File: src/rtl/core/vdrs_pkg.sv
`timescale 1ns / 1ps

package vdrs_pkg;

    // Voice count limit and the widths that follow from it
    localparam int MAX_VOICES = 16;
    localparam int IDX_W      = $clog2(MAX_VOICES);
    localparam int VCNT_W     = $clog2(MAX_VOICES + 1);

    // Field widths
    localparam int AMT_W   = 16;
    localparam int VCIN_W  = 5;
    localparam int NOTE_W  = 7;
    localparam int VIDX_W  = 4;
    localparam int RATIO_W = 24;

    // Configuration port
    localparam int   PADDR_W      = 3;
    localparam int   PDATA_W      = 32;
    localparam logic REG_IDX_RANGE = 1'b0;
    localparam logic [AMT_W-1:0] RANGE_RESET = 16'd12800;

    // Note scaling: factor numerator is NOTE_BASE + (note-1)/7, over 127
    localparam int KF_W       = 7;
    localparam int NOTE_BASE  = 109;
    localparam int K_RECIP    = 147;   // floor(x/7) == (x*147) >> 10 for x < 127
    localparam int K_RECIP_SH = 10;

    // Arithmetic widths
    localparam int C_W      = 32;
    localparam int CF_W     = C_W + KF_W;
    localparam int NUM_W    = CF_W + IDX_W;
    localparam int unsigned DEN_UNIT = 39014400;   // 256 * 127 * 1200
    localparam int DEN_W    = $clog2(longint'(DEN_UNIT) * (MAX_VOICES - 1) + 1);
    localparam int DIV_W    = DEN_W;
    localparam int QINT_W   = 5;
    localparam int FRAC_W   = 32;
    localparam int QUOT_W   = QINT_W + FRAC_W;
    localparam int STEP_W   = $clog2(QUOT_W + 1);
    localparam int EXP_STEPS = 24;
    localparam int MANT_W   = 32;

    localparam logic [RATIO_W-1:0] ONE_Q22 = 24'h400000;
    localparam logic [RATIO_W-1:0] MAX_Q22 = 24'hFFFFFF;

    typedef struct packed {
        logic [AMT_W-1:0]  detune_cents;
        logic [VCIN_W-1:0] voice_count;
        logic [NOTE_W-1:0] note_number;
    } in_t;

    typedef struct packed {
        logic [VIDX_W-1:0]  voice_index;
        logic [RATIO_W-1:0] pitch_ratio;
        logic               last_voice;
    } out_t;

    typedef struct packed {
        logic              start;
        logic [DIV_W-1:0]  rem_init;
        logic [QUOT_W-1:0] stream;
        logic [STEP_W-1:0] steps;
        logic [DIV_W-1:0]  divisor;
    } div_req_t;

    // Entry j holds 2^(2^-(j+1)) in Q1.30
    typedef logic [EXP_STEPS-1:0][MANT_W-1:0] root_tab_t;

    function automatic logic [63:0] isqrt64(input logic [63:0] x);
        logic [63:0] r;
        logic [63:0] b;
        logic [63:0] xv;
        r  = '0;
        b  = 64'h1 << 62;
        xv = x;
        for (int n = 0; n < 32; n++)
        begin
            if (xv >= r + b)
            begin
                xv = xv - (r + b);
                r  = (r >> 1) + b;
            end
            else
            begin
                r = r >> 1;
            end
            b = b >> 2;
        end
        return r;
    endfunction

    function automatic root_tab_t build_root_tab();
        logic [63:0] prev;
        root_tab_t   t;
        prev = isqrt64(64'h1 << 61);
        t[0] = prev[MANT_W-1:0];
        for (int j = 1; j < EXP_STEPS; j++)
        begin
            prev = isqrt64(prev << 30);
            t[j] = prev[MANT_W-1:0];
        end
        return t;
    endfunction

    localparam root_tab_t ROOT_TAB = build_root_tab();

endpackage

File: src/rtl/core/vdrs_exp2.sv
`timescale 1ns / 1ps

// 2^frac in Q1.30: one table step per fraction bit, multiplying for each set bit, highest weight first.
module vdrs_exp2 (
    input  logic                           clk,
    input  logic                           rst_n,
    input  logic                           start,
    input  logic [vdrs_pkg::EXP_STEPS-1:0] frac,
    output logic                           done,
    output logic [vdrs_pkg::MANT_W-1:0]    mant
);
    import vdrs_pkg::*;

    localparam int CNT_W = $clog2(EXP_STEPS + 1);
    localparam int TIX_W = $clog2(EXP_STEPS);

    logic                 busy_reg, busy_next;
    logic [CNT_W-1:0]     st_reg, st_next;
    logic [EXP_STEPS-1:0] f_reg, f_next;
    logic [MANT_W-1:0]    m_reg, m_next;

    logic [2*MANT_W-1:0] prod;
    logic [2*MANT_W-1:0] prod_rnd;

    assign prod     = {{MANT_W{1'b0}}, m_reg}
                    * {{MANT_W{1'b0}}, ROOT_TAB[st_reg[TIX_W-1:0]]};
    assign prod_rnd = (prod + (2*MANT_W)'(64'h1 << 29)) >> 30;

    always_comb
    begin
        busy_next = busy_reg;
        st_next   = st_reg;
        f_next    = f_reg;
        m_next    = m_reg;
        if (start)
        begin
            busy_next = 1'b1;
            st_next   = '0;
            f_next    = frac;
            m_next    = MANT_W'(64'h1 << 30);
        end
        else if (busy_reg)
        begin
            if (st_reg != CNT_W'(EXP_STEPS))
            begin
                if (f_reg[EXP_STEPS-1])
                begin
                    m_next = prod_rnd[MANT_W-1:0];
                end
                f_next  = {f_reg[EXP_STEPS-2:0], 1'b0};
                st_next = st_reg + CNT_W'(1);
            end
            else
            begin
                busy_next = 1'b0;
            end
        end
    end

    always_ff @(posedge clk or negedge rst_n)
    begin
        if (!rst_n)
        begin
            busy_reg <= 1'b0;
            st_reg   <= '0;
            f_reg    <= '0;
            m_reg    <= '0;
        end
        else
        begin
            busy_reg <= busy_next;
            st_reg   <= st_next;
            f_reg    <= f_next;
            m_reg    <= m_next;
        end
    end

    assign done = busy_reg && (st_reg == CNT_W'(EXP_STEPS));
    assign mant = m_reg;

endmodule
File: config.mk
export PLATFORM = sky130hd
export DESIGN_NAME = vdrs_exp2
export DESIGN_NICKNAME = d
export VERILOG_FILES = /design/src/rtl/core/vdrs_pkg.sv /design/src/rtl/core/vdrs_exp2.sv
export SDC_FILE = /design/constraint.sdc
export NUM_CORES = 2
export LEC_CHECK = 0
export BUFFER_PORTS_ARGS = -buffer_cell sky130_fd_sc_hd__buf_2
export CORE_MARGIN = 4
export CORE_UTILIZATION = 45
export DETAILED_ROUTE_END_ITERATION = 12
export PLACE_DENSITY = 0.64
export SLEW_MARGIN = 25
export SYNTH_ARGS = -nofsm -noshare
export SYNTH_HDL_FRONTEND = slang
export SYNTH_SLANG_ARGS = --single-unit
File: constraint.sdc
create_clock -name clk -period 21.4 [get_ports clk]
set_input_delay 3.21 -clock clk [delete_from_list [all_inputs] [get_ports clk]]
set_output_delay 3.21 -clock clk [all_outputs]
set_load 0.01 [all_outputs]
==> run metrics <==
post-CTS sizing=0; number of global-route vias before repair=28.10k; TritonCTS buffer count=9; post-CTS setup buffer count=0; global placement routability congestion=0.9441; grt ovf=0; Req. time, crit path=21.61 ns; fmax=0.09805 GHz; Area Growth Syn to Fin=5.215%; Synth area leaders=fa_1 48%, ha_1 11%, and2_1 9.7%; Final Skew=0.007729 ns; Initial Util=45.59%; Post-synth ARST share=100.0%; Post-Syn Area=34,740 um^2; most frequent cells in the layout=885 x inv_1, 836 x fa_1, 540 x and2_1; die area=81,710 um^2; Post-synth top flop=dfrtp_1; largest family of logic cells by synthesized area=adder cells; Synth warnings=0; H-tree levels=3; proportion of layout cells with a drive suffix above 1=4.944%; FF+latch count, synth=62; Reg clk slew, reported paths=0.06 ns; worst path bufs/invs=4; final period utilization=47.66%; Slew HR=27.57%; row cnt=101; Post-synth EDFFs=0; clk root buf=clkbuf_16; io pins=60; first-pass GRT wire length=160,300 um; Final Instance Area=36,550 um^2; All-Layer GR Usage=25.47%; final setup fails=0; fillcell total=7,302; library cell with the largest summed area after synthesis=fa_1; drt via density=5.327; Max Slew Vio Count=0; post-synth top area share=48.17%; Post-Synth XOR/XNOR Area=0.8067%; crit path time final=10.20 ns; worst skew pair latency=0.35 ns; final hold violations=0; syn_area_per_cell=9.073 um^2; Hold Path Class=reg -> reg; DR vias=25.43k; sequential area share after synthesis=4.466%; CTS sink cnt=62; Post-Layout Cell Count=4,774; initial antenna violation count=1; RSZ-0062 raised after global routing=no; Setup TNS=0 ns; number of routed nets with antenna violations=0; Arr. time, crit path=10.41 ns; drt total wl=99,140 um; DR iter-0 viols=1,344; Final nets=4,906; DRC=0; Worst setup EP type=flop; status=completed; Mapped Nets=4,998; post-synthesis mux area share=0.9940%; Die X=285.9 um; cts hold-fix bufs=0; Synth Area in Simple Gates=17.64%; CP Max Fanout=19; clock buffer depth=2; # port buffers=59; adder-cell share of the synthesized area=59.19%; placed insts=4,755; DR WL/cell=20.77 um; CP startpoint kind=flop; max FFs per register=32; critical path's top delay family=adder cells; commonest non-fill, non-tap cell in the layout=inv_1; core region area=76,200 um^2; DRT Pass-1 Iters=5; Placed Area=36,170 um^2; Die Span Y=285.9 um; Yosys cell types=67; Worst-Margin Slew=1.086 ns; post-synthesis compound-gate area fraction=4.837%; TritonCTS clock tree=yes; Slowest-stage cell, CP=dfrtp_1; hpwl dp=71,680 um; final core utilization=47.97%; max cap viols=0; Worst path max stage delay=0.76 ns; Reg2Reg Setup Slack=11.20 ns; CP most frequent cell=fa_1; Crit Path Category=reg -> reg; cell count after synthesis=3,829; largest net degree at the start of global routing=63
## layout make-up
| class | count | area (um^2) | share of cell area (%) |
|---|---|---|---|
| diodes | 2 | 5.005 | 0.01369 |
| clock buffers | 11 | 252.7 | 0.6914 |
| clock inverters | 5 | 105.1 | 0.2875 |
| inverters | 886 | 3326 | 9.098 |
| multi-input cells | 2655 | 29230 | 79.96 |
| flip-flops and latches | 62 | 1559 | 4.265 |
| well taps | 1030 | 1289 | 3.526 |
| repair buffers | 123 | 788.3 | 2.156 |
## routing by layer
layer  share of wire (%)  track usage [%]
met2                  49            43.76
met5                   0                0
met1                  40            32.97
met3                 5.8            3.036
met4                 4.9            10.17
## worst paths after layout
check	start	to	depth (start not counted)
worst max register to register	st_reg[1]	mant[17]	28
max in group asynchronous	rst_n	st_reg[4]	2
worst max-delay path	st_reg[1]	mant[17]	28
worst min register to register	mant[6]	mant[6]	2
min in group asynchronous	rst_n	mant[20]	2
worst min-delay path	mant[6]	mant[6]	2
## logic make-up (layout without fill, tap and decap cells)
group / count (synthesis) / in the layout
AO/OA/AOI/OAI: 269 / 269
XOR/XNOR: 32 / 32
adder cells (fa/ha/maj): 1142 / 1142
buffers and inverters: 1112 / 1025
flip-flops: 62 / 62
multiplexers: 32 / 32
other: 0 / 2
AND/OR/NAND/NOR: 1180 / 1180
## cells in the mapped netlist (3+ instances only)
master / number
o22ai_1: 3
xnor2_1: 18
ha_1: 306
mux2i_1: 30
buf_1: 5
o21a_1: 7
dfrtp_1: 62
a31oi_1: 10
a21o_1: 28
and2_1: 540
nor2b_1: 38
a311oi_1: 4
o21bai_1: 8
o21ai_0: 76
o21ai_1: 6
buf_2: 5
nand3b_1: 4
a211o_1: 5
nand2_1: 445
nor3_1: 17
nand2b_1: 13
fa_1: 836
and3_1: 21
a21oi_1: 74
a211oi_1: 8
nand3_1: 17
or2_2: 3
nand4_1: 17
xor2_1: 14
nor2_1: 49
o211ai_1: 12
clkbuf_1: 214
or3_1: 4
inv_1: 885
## stage by stage
step | setup WS [ns] | hold slack [ns]
finish | 11.20 | 0.4851
global route | 10.69 | 0.5125
floorplan | 12.77 | 0.5022
global placement | 11.50 | 0.4646
detailed placement | 11.36 | 0.4795
CTS | 11.33 | 0.4921
## worst min-delay path, stage by stage (launching register included)
cell and delay [ns]:
dfrtp_1 0.34, nand2_1 0.05, o21ai_0 0.06
Power is left out: the tool's default activity adds up to more than one toggle a clock period on the data nets, which glitch-free logic cannot reach.
