## config.mk

```make
export PLATFORM = sky130hd
export DESIGN_NAME = vdrs_div
export DESIGN_NICKNAME = d
export VERILOG_FILES = /design/src/rtl/core/vdrs_pkg.sv /design/src/rtl/core/vdrs_div.sv
export SDC_FILE = /design/constraint.sdc
export NUM_CORES = 1
export LEC_CHECK = 0
export ABC_AREA = 0
export BUFFER_PORTS_ARGS = -buffer_cell sky130_fd_sc_hd__buf_2
export CAP_MARGIN = 0
export CORE_MARGIN = 1.5
export CORE_UTILIZATION = 50
export CTS_BUF_LIST = sky130_fd_sc_hd__clkbuf_4
export DETAILED_ROUTE_END_ITERATION = 6
export GPL_TIMING_DRIVEN = 0
export PLACE_DENSITY = 0.73
export SLEW_MARGIN = 15
export SYNTH_ARGS = -nofsm -noshare
export SYNTH_HDL_FRONTEND = slang
export SYNTH_SLANG_ARGS = --single-unit
export TNS_END_PERCENT = 10
```

## constraint.sdc

```tcl
create_clock -name clk -period 3.35 [get_ports clk]
set_input_delay 0.5025 -clock clk [delete_from_list [all_inputs] [get_ports clk]]
set_output_delay 0.5025 -clock clk [all_outputs]
set_load 0.01 [all_outputs]
```

## src/rtl/core/vdrs_pkg.sv

```systemverilog
`timescale 1ns / 1ps

package vdrs_pkg;

    // Voice count limit and the widths that follow from it
    localparam int MAX_VOICES = 16;
    localparam int IDX_W      = $clog2(MAX_VOICES);
    localparam int VCNT_W     = $clog2(MAX_VOICES + 1);

    // Field widths
    localparam int AMT_W   = 16;
    localparam int VCIN_W  = 5;
    localparam int NOTE_W  = 7;
    localparam int VIDX_W  = 4;
    localparam int RATIO_W = 24;

    // Configuration port
    localparam int   PADDR_W      = 3;
    localparam int   PDATA_W      = 32;
    localparam logic REG_IDX_RANGE = 1'b0;
    localparam logic [AMT_W-1:0] RANGE_RESET = 16'd12800;

    // Note scaling: factor numerator is NOTE_BASE + (note-1)/7, over 127
    localparam int KF_W       = 7;
    localparam int NOTE_BASE  = 109;
    localparam int K_RECIP    = 147;   // floor(x/7) == (x*147) >> 10 for x < 127
    localparam int K_RECIP_SH = 10;

    // Arithmetic widths
    localparam int C_W      = 32;
    localparam int CF_W     = C_W + KF_W;
    localparam int NUM_W    = CF_W + IDX_W;
    localparam int unsigned DEN_UNIT = 39014400;   // 256 * 127 * 1200
    localparam int DEN_W    = $clog2(longint'(DEN_UNIT) * (MAX_VOICES - 1) + 1);
    localparam int DIV_W    = DEN_W;
    localparam int QINT_W   = 5;
    localparam int FRAC_W   = 32;
    localparam int QUOT_W   = QINT_W + FRAC_W;
    localparam int STEP_W   = $clog2(QUOT_W + 1);
    localparam int EXP_STEPS = 24;
    localparam int MANT_W   = 32;

    localparam logic [RATIO_W-1:0] ONE_Q22 = 24'h400000;
    localparam logic [RATIO_W-1:0] MAX_Q22 = 24'hFFFFFF;

    typedef struct packed {
        logic [AMT_W-1:0]  detune_cents;
        logic [VCIN_W-1:0] voice_count;
        logic [NOTE_W-1:0] note_number;
    } in_t;

    typedef struct packed {
        logic [VIDX_W-1:0]  voice_index;
        logic [RATIO_W-1:0] pitch_ratio;
        logic               last_voice;
    } out_t;

    typedef struct packed {
        logic              start;
        logic [DIV_W-1:0]  rem_init;
        logic [QUOT_W-1:0] stream;
        logic [STEP_W-1:0] steps;
        logic [DIV_W-1:0]  divisor;
    } div_req_t;

    // Entry j holds 2^(2^-(j+1)) in Q1.30
    typedef logic [EXP_STEPS-1:0][MANT_W-1:0] root_tab_t;

    function automatic logic [63:0] isqrt64(input logic [63:0] x);
        logic [63:0] r;
        logic [63:0] b;
        logic [63:0] xv;
        r  = '0;
        b  = 64'h1 << 62;
        xv = x;
        for (int n = 0; n < 32; n++)
        begin
            if (xv >= r + b)
            begin
                xv = xv - (r + b);
                r  = (r >> 1) + b;
            end
            else
            begin
                r = r >> 1;
            end
            b = b >> 2;
        end
        return r;
    endfunction

    function automatic root_tab_t build_root_tab();
        logic [63:0] prev;
        root_tab_t   t;
        prev = isqrt64(64'h1 << 61);
        t[0] = prev[MANT_W-1:0];
        for (int j = 1; j < EXP_STEPS; j++)
        begin
            prev = isqrt64(prev << 30);
            t[j] = prev[MANT_W-1:0];
        end
        return t;
    endfunction

    localparam root_tab_t ROOT_TAB = build_root_tab();

endpackage

```

## src/rtl/core/vdrs_div.sv

```systemverilog
`timescale 1ns / 1ps

// Restoring divider, one quotient bit per cycle. The partial remainder
// starts below the divisor; dividend bits enter MSB first from the stream.
module vdrs_div (
    input  logic                      clk,
    input  logic                      rst_n,
    input  vdrs_pkg::div_req_t        req,
    output logic                      done,
    output logic [vdrs_pkg::QUOT_W-1:0] quot
);
    import vdrs_pkg::*;

    logic              busy_reg, busy_next;
    logic [STEP_W-1:0] cnt_reg, cnt_next;
    logic [DIV_W-1:0]  p_reg, p_next;
    logic [DIV_W-1:0]  dvs_reg, dvs_next;
    logic [QUOT_W-1:0] s_reg, s_next;
    logic [QUOT_W-1:0] q_reg, q_next;

    logic [DIV_W:0] p2;
    logic [DIV_W:0] pdiff;
    logic           ge;

    assign p2    = {p_reg, s_reg[QUOT_W-1]};
    assign ge    = p2 >= {1'b0, dvs_reg};
    assign pdiff = p2 - {1'b0, dvs_reg};

    always_comb
    begin
        busy_next = busy_reg;
        cnt_next  = cnt_reg;
        p_next    = p_reg;
        dvs_next  = dvs_reg;
        s_next    = s_reg;
        q_next    = q_reg;
        if (req.start)
        begin
            busy_next = 1'b1;
            cnt_next  = req.steps;
            p_next    = req.rem_init;
            dvs_next  = req.divisor;
            s_next    = req.stream;
            q_next    = '0;
        end
        else if (busy_reg)
        begin
            if (cnt_reg != '0)
            begin
                p_next   = ge ? pdiff[DIV_W-1:0] : p2[DIV_W-1:0];
                s_next   = {s_reg[QUOT_W-2:0], 1'b0};
                q_next   = {q_reg[QUOT_W-2:0], ge};
                cnt_next = cnt_reg - STEP_W'(1);
            end
            else
            begin
                busy_next = 1'b0;
            end
        end
    end

    always_ff @(posedge clk or negedge rst_n)
    begin
        if (!rst_n)
        begin
            busy_reg <= 1'b0;
            cnt_reg  <= '0;
            p_reg    <= '0;
            dvs_reg  <= '0;
            s_reg    <= '0;
            q_reg    <= '0;
        end
        else
        begin
            busy_reg <= busy_next;
            cnt_reg  <= cnt_next;
            p_reg    <= p_next;
            dvs_reg  <= dvs_next;
            s_reg    <= s_next;
            q_reg    <= q_next;
        end
    end

    assign done = busy_reg && (cnt_reg == '0);
    assign quot = q_reg;

endmodule

```

==> impl_metrics.json <==
{
  "fin_nets": 1237,
  "wire_per_inst_microns": 16.4,
  "seqPwrFrac_pct": 31.8,
  "cts_htree_levels": 4,
  "yosysTopAreaCell": "dfrtp_1",
  "synth_edf_count": 0,
  "nFillCells": 1485,
  "fin_crit_sh_pct": 93.3,
  "ys_seq_area_share_pct": 43.1,
  "drc": 0,
  "cts_root_buffer": "clkbuf_4",
  "syn_to_final_growth_pct": 16.4,
  "setup_viol": 0,
  "p_sw_w": 0.00290,
  "grt_pass1_vias": 6984,
  "ioPinCount": 144,
  "cts_tree": "done",
  "design.die.area_sq_um": 17100,
  "status": "finished clean",
  "setup_tns_ps": 0,
  "finClkSkew_ps": 20.4,
  "gp_congestion": 0.946,
  "numPortBuffers": 142,
  "yosysWarnings": 0,
  "worst-setup-path-type": "reg -> reg",
  "drive_gt1_share_pct": 19.2,
  "synth_cell_type_count": 64,
  "hpwl_microns": 16100,
  "power.leakage_nw": 4.71,
  "coreArea_sq_um": 15900,
  "multiInputGateArea_sq_um": 4180,
  "fin_util_pct": 59.7,
  "cts_resized": 0,
  "postRouteAntennaNets": 0,
  "fin_cells": 1328,
  "power_density_nw_per_um2": 732,
  "ys_ff_latch": 141,
  "synthArstFlopShare_pct": 100,
  "required_ps": 3790,
  "hp-class": "in -> reg",
  "via_per_inst": 5.41,
  "gr-usage-all-layers_pct": 26.7,
  "rsz0062_at_grt": "no",
  "pwr-share-clk_pct": 17.3,
  "regArea_sq_um": 3530,
  "clk_latency_ps": 560,
  "dp.cells": 1294,
  "worst_pin_slew_ps": 898,
  "drv_cap": 0,
  "cts_max_path_buffers": 2,
  "yosys-top-cells-area": "dfrtp_1, nand2_1, mux2i_1",
  "crit_path_end_kind": "register",
  "rows": 46,
  "post_cts_buffers": 0,
  "grt_start_max_net_pins": 101,
  "synthCells": 935,
  "wl_microns": 21800,
  "cts_sinks": 141,
  "overflow": 0,
  "fmax_mhz": 320,
  "final_area_sq_um": 9520,
  "dr.pass1.iters": 5,
  "synth_top_area_share_pct": 43.1,
  "hold_viol": 0,
  "slew_headroom_pct": 39.9,
  "grt_pass1_wl_microns": 34900,
  "fin_crit_ps": 3130,
  "drv_slew": 0,
  "path_clk_slew_ps": 120,
  "peakVddDrop_mv": 0.271,
  "synth_nets": 1074,
  "start_util_pct": 51.3,
  "syn-cell-area_sq_um": 8180,
  "synthTopCellsByCount": "nand2_1, dfrtp_1, o21ai_0",
  "grt_antenna_before_repair": 3,
  "worstPathArrival_ps": 3570,
  "syn_avg_cell_area_sq_um": 8.75,
  "chipWidth_microns": 131,
  "post_dp_cell_area_sq_um": 9200,
  "path_max_fanout": 3,
  "synth_most_common_cell": "nand2_1",
  "pwr-share-comb_pct": 50.9,
  "die_h_microns": 131,
  "yosys_most_used_dff": "dfrtp_1",
  "cts_buffers": 17,
  "cp-start-kind": "register",
  "vias": 7187,
  "cellInternalPower_w": 0.00407,
  "first_iter_violations": 645,
  "p_sw_share_pct": 41.6,
  "power_w": 0.00697
}
placed cells by master (no fill, tap or decap), types with 5 or more instances in the layout:
| cell type | instances |
|---|---|
| a221o_1 | 6 |
| mux2i_1 | 54 |
| o21ai_0 | 101 |
| nor3_1 | 19 |
| xnor2_1 | 16 |
| dfrtp_1 | 141 |
| nand4_1 | 9 |
| xor2_1 | 13 |
| nand2_1 | 191 |
| clkbuf_1 | 40 |
| a221oi_2 | 8 |
| a21o_1 | 12 |
| nand3_1 | 10 |
| ha_1 | 32 |
| nor3b_1 | 6 |
| buf_2 | 153 |
| a21oi_1 | 80 |
| inv_1 | 54 |
| nor2_1 | 38 |
| nand2b_1 | 5 |
| clkbuf_4 | 18 |
| o21bai_1 | 6 |
power by group through the flow:
stage                     Combinational (W)  Sequential [W]  Clock [W]
after detailed placement            0.00349         0.00224          0
after floorplan                     0.00273         0.00219          0
after global routing                0.00392         0.00225    0.00132
after CTS                           0.00351         0.00221    0.00123
final                               0.00355         0.00222    0.00121
after global placement              0.00345         0.00223          0
worst max-delay path, stage by stage, from the launching register on:
cell	delay, ps
dfrtp_1	410
ha_1	230
fa_1	400
nand2b_1	190
a21oi_1	230
o41a_1	250
a21oi_1	190
o221a_2	340
o41a_1	390
xnor2_1	140
o221a_2	240
worst paths after layout:
kind	cells past startpoint	end	startpoint	slack [ps]
min in group asynchronous	2	s_reg[24]$_DFFE_PN0P_	rst_n	400
setup / recovery	10	p_reg[28]$_DFFE_PN0P_	dvs_reg[0]$_DFFE_PN0P_	220
setup reg to reg	10	p_reg[28]$_DFFE_PN0P_	dvs_reg[0]$_DFFE_PN0P_	220
max in group asynchronous	3	quot[19]$_DFFE_PN0P_	rst_n	2150
hold / removal	3	s_reg[10]$_DFFE_PN0P_	req[46]	140
hold reg to reg	2	quot[1]$_DFFE_PN0P_	quot[0]$_DFFE_PN0P_	530
layout make-up:
type / instances / area share (%)
Antenna cell: 2 / 0.0526
Buffer: 60 / 2.80
Clock buffer: 18 / 1.42
Clock inverter: 13 / 1.80
Inverter: 54 / 2.13
Multi-Input combinational cell: 680 / 43.9
Sequential cell: 141 / 37.1
Tap cell: 216 / 2.84
Timing Repair Buffer: 144 / 7.96
stage by stage:
stage          hold WS, ps  setup WS [ps]
6_report               137            223
4_1_cts                103            248
5_1_grt                103           81.3
2_1_floorplan          207            615
3_5_place_dp           402            305
3_3_place_gp           505           -216
cells by family (layout without fill, tap and decap cells):
logic type / after synthesis / count (layout) / share of synthesized area, %
compound gates: 261 / 261 / 20.1
xor+xnor: 29 / 29 / 3.10
fa+ha+maj: 33 / 33 / 5.14
buf+inv: 114 / 289 / 5.74
flops: 141 / 141 / 43.1
mux: 56 / 56 / 6.88
other cells: 0 / 2 / 0
simple gates: 301 / 301 / 15.9
per-layer routing:
| layer | GRT usage, % | vias to the layer above | share of wire [%] |
|---|---|---|---|
| li1 | - | 3554 | - |
| met4 | 9.89 | 2 | 2.3 |
| met3 | 6.35 | 33 | 6.5 |
| met2 | 43.0 | 224 | 46 |
| met1 | 35.3 | 3374 | 45 |
| met5 | 0 | - | 0.032 |
what timing repair did:
action	4_1_cts	5_1_grt
hold buffers	1	0
endpoints found under the hold margin	41	0
endpoints found under the setup margin	0	0
Power figures use the tool's default switching activity.
